## src/rtl/mtbr_divider.sv

```systemverilog
// Restoring divider, one quotient bit per cycle; gives the 32-bit remainder.
// Uses no package items.
`default_nettype none
module mtbr_divider (
    input  wire logic        clk,
    input  wire logic        rst_n,
    input  wire logic        start,
    input  wire logic [31:0] dividend,
    input  wire logic [31:0] divisor,
    output logic             busy,
    output logic             done,
    output logic [31:0]      remainder
);
    logic [31:0] rem_reg, rem_next;
    logic [31:0] quo_reg, quo_next;
    logic [31:0] div_reg, div_next;
    logic [5:0]  cnt_reg, cnt_next;
    logic        busy_reg, busy_next;
    logic        done_reg, done_next;
    logic [32:0] trial;
    logic [32:0] shifted;

    always_comb
    begin
        rem_next  = rem_reg;
        quo_next  = quo_reg;
        div_next  = div_reg;
        cnt_next  = cnt_reg;
        busy_next = busy_reg;
        done_next = 1'b0;
        shifted   = {rem_reg, quo_reg[31]};
        trial     = shifted - {1'b0, div_reg};
        if (start)
        begin
            rem_next  = '0;
            quo_next  = dividend;
            div_next  = divisor;
            cnt_next  = 6'd0;
            busy_next = 1'b1;
        end
        else if (busy_reg)
        begin
            quo_next = {quo_reg[30:0], ~trial[32]};
            rem_next = trial[32] ? shifted[31:0] : trial[31:0];
            cnt_next = cnt_reg + 6'd1;
            if (cnt_reg == 6'd31)
            begin
                busy_next = 1'b0;
                done_next = 1'b1;
            end
        end
    end

    always_ff @(posedge clk or negedge rst_n)
    begin
        if (!rst_n)
        begin
            busy_reg <= 1'b0;
            done_reg <= 1'b0;
            cnt_reg  <= '0;
        end
        else
        begin
            busy_reg <= busy_next;
            done_reg <= done_next;
            cnt_reg  <= cnt_next;
        end
    end

    always_ff @(posedge clk)
    begin
        rem_reg <= rem_next;
        quo_reg <= quo_next;
        div_reg <= div_next;
    end

    assign busy      = busy_reg;
    assign done      = done_reg;
    assign remainder = rem_reg;

    a_done_not_busy: assert property (@(posedge clk) disable iff (!rst_n)
        done_reg |-> !busy_reg) else $error("divider done while busy");
    a_done_after_busy: assert property (@(posedge clk) disable iff (!rst_n)
        $rose(done_reg) |-> $past(busy_reg)) else $error("done without work");
    a_cnt_range: assert property (@(posedge clk) disable iff (!rst_n)
        busy_reg |-> cnt_reg <= 6'd31) else $error("divider count overrun");
endmodule
`default_nettype wire

```

## config.mk

```make
export PLATFORM = sky130hd
export DESIGN_NAME = mtbr_divider
export DESIGN_NICKNAME = d
export VERILOG_FILES = /design/src/rtl/mtbr_divider.sv
export SDC_FILE = /design/constraint.sdc
export NUM_CORES = 1
export LEC_CHECK = 0
export BUFFER_PORTS_ARGS = -buffer_cell sky130_fd_sc_hd__buf_4
export CAP_MARGIN = 20
export CORE_MARGIN = 2
export CORE_UTILIZATION = 55
export DETAILED_ROUTE_END_ITERATION = 16
export PLACE_DENSITY = 0.79
export SLEW_MARGIN = 20
export SYNTH_ARGS = -nofsm -noshare
export SYNTH_HDL_FRONTEND = slang
export SYNTH_SLANG_ARGS = --single-unit
export TNS_END_PERCENT = 30
```

## constraint.sdc

```tcl
create_clock -name clk -period 3.5 [get_ports clk]
set_input_delay 0.35 -clock clk [delete_from_list [all_inputs] [get_ports clk]]
set_output_delay 0.35 -clock clk [all_outputs]
set_load 0.02 [all_outputs]
```

==> metrics.cfg <==
[yosys]
synth.most_common_cell = edfxtp_1
synthArstFlopShare_pct = 7.69
ys_top_cells_by_count = edfxtp_1, nor2_1, inv_1, ha_1
ys_seq_area_share_pct = 47.4
yosysWarnings = 0
synth_top_area_cell = edfxtp_1
syn_inst = 527
ys_types = 52
synthFlopType = edfxtp_1
synth_edf_count = 64
avgSynthCellArea_um2 = 11.1
synth_top_area_share_pct = 33.0
syn-cell-area_mm2 = 0.00583
synth_top_cells_by_area = edfxtp_1, dfxtp_1, ha_1
synth-seq-cells = 104
syn_nets = 628

[worst_setup_path]
critPathKind = register to register
crit_path_end_kind = register
critPathTopFamily = adder cells
cp.arrival_ns = 3.32
crit_path_top_delay_cell = fa_1
start_kind = register
crit_required_ns = 3.73
cpPeakStageDelay_ns = 0.41
crit_cells = 13
path_buf_inv = 2
crit_chain = inv_1, ha_1, fa_1, nor2b_1, o31ai_1, a21o_1, nand3_2, and4_4, a31oi_4, xnor2_4, buf_4, mux2i_1, a211oi_1
endpoint = remainder[4]
critPathMaxFanout = 8
r2r_end = remainder[4]
rr_startpoint = quo_reg[31]
worst_r2r_path_depth = 13
rrSetupSlack_ns = 0.41
critPathLaunch = quo_reg[31]

[timing]
drv_slew = 0
rsz0062_at_grt = no
fin_crit_ns = 3.09
relSlewSlack_pct = 48.1
post-route-period-util_pct = 88.3
finalSetupViolCount = 0
fin_setup_tns_ns = 0
worst_pin_slew_ns = 0.778
finalHoldViolations = 0
fin_ws_ns = 0.411
fmax_mhz = 324
skew_ns = 0.0104

[power]
pwr-share-comb_pct = 48.9
p_leak_nw = 2.99
swShare_pct = 38.8
power_frac_clock_pct = 15.5
vdd_drop_max_mv = 0.379
p_int_mw = 3.02
powerDensity_mw_per_mm2 = 715
seq_power_share_pct = 35.6
switching_power_mw = 1.92
total_power_mw = 4.94

[cts]
cts_made_buffers = 9
h-tree-depth = 3
cts-resized-gates = 0
cts-hold-fix-buffers = 1
cts.sink_count = 104
postCtsSetupBuffers = 0
cts-root-buf = clkbuf_8
clock_path_buffers = 2
path_clk_slew_ns = 0.10
clock_latency_ns = 0.37
cts_tree = yes

[floorplan]
initial_utilization_pct = 56.4
die_x_um = 107
io_pins = 101
coreArea_mm2 = 0.0103
die_h_um = 107
dieArea_mm2 = 0.0114
rows = 37

[routing]
viasPerCell = 5.63
vias = 4298
wl_per_cell_um = 15.7
drcViolationCount = 0
first_pass_iters = 4
first_iter_violations = 201
ant_nets = 0
routed_wl_mm = 12.0

[placed_design]
post-place-ws_ns = 0.415
hpwl_mm = 8.80
place_congestion = 0.938
io_buffers = 100

[run]
drv_cap = 0

[outcome]
status = finished, final reports clean

[global_route]
grt_usage_pct = 22.4
grt_pass1_vias = 4172
grt_pass1_wl_mm = 20.2
grtUsageMet3_pct = 5.41
grt-busiest-layer = met2
met1_usage_pct = 31.4
grt_use_met2_pct = 34.7
gr-total-overflow = 0
antenna_found_initial = 0
grt_max_degree = 70

[final_layout]
areaGrowthSynthToFinish_pct = 18.5
drive_above_1_share_pct = 25.4
nNetsFinal = 723
fin_util_pct = 66.9
insertedDiodeCount = 0

[worst_hold_path]
min_path_type = input pin to register
hold_path_depth = 1

## through the flow
stage	std cells	cell area [um^2]	hold slack [ns]
4_1_cts	763	6900	0.122
2_1_floorplan	527	5830	0.0544
3_5_place_dp	746	6700	0.172
5_1_grt	763	6900	0.121
6_report	763	6900	0.144
3_3_place_gp	746	6700	0.170
## per-layer routing
layer  vias up  routed length [um]
met4         0                 170
met2       106                5490
li1       2134                   -
met3        13                 611
met1      2045                5750
met5         -                   0
## layout make-up
cell class                 instances  area, um^2
timing repair buffer             107         818
tap                              136         170
fill                             799        3420
clock buffer                      11         131
inverter                          39         146
sequential                       104        2760
clock inverter                     5        66.3
multi-input combinational        361        2810
## worst min-delay path by stage
stage / startpoint / slack [ns] / end
6_report: divisor[3] / 0.14 / div_reg[3]
4_1_cts: divisor[9] / 0.12 / div_reg[9]
3_3_place_gp: rst_n / 0.17 / cnt_reg[1]
5_1_grt: divisor[8] / 0.12 / div_reg[8]
2_1_floorplan: rst_n / 0.05 / busy
3_5_place_dp: rst_n / 0.17 / cnt_reg[1]
## cell usage in the layout (no fill, tap or decap), drive strengths merged, types with 5 or more instances in the layout
cell type / synthesis / routed
a211oi: 32 / 32
a21o: 15 / 15
a21oi: 24 / 24
a41oi: 5 / 5
and2: 8 / 8
buf: 4 / 106
clkbuf: 19 / 11
dfrtp: 8 / 8
dfxtp: 32 / 32
edfxtp: 64 / 64
ha: 33 / 33
inv: 39 / 41
mux2: 33 / 33
mux2i: 31 / 31
nand2: 22 / 22
nand3: 5 / 5
nand4: 5 / 5
nor2: 49 / 49
nor2b: 5 / 5
o21a: 6 / 6
o21ai: 9 / 9
xnor2: 24 / 24
xor2: 10 / 10
## kinds of logic after synthesis
| logic type | after synthesis | share of synthesized area, % |
|---|---|---|
| buf+inv | 62 | 4.38 |
| xor+xnor | 34 | 5.43 |
| mux | 64 | 11.7 |
| flops | 104 | 47.4 |
| compound gates | 120 | 14.7 |
| simple gates | 109 | 8.96 |
| fa+ha+maj | 34 | 7.43 |
## power by group through the flow
stage	registers (mW)	logic, mW	clock network (mW)
2_1_floorplan	1.91	1.60	0
3_3_place_gp	1.77	2.38	0
3_5_place_dp	1.78	2.40	0
4_1_cts	1.76	2.42	0.790
5_1_grt	1.79	2.64	0.836
6_report	1.76	2.41	0.767
Power figures use the tool's default switching activity.
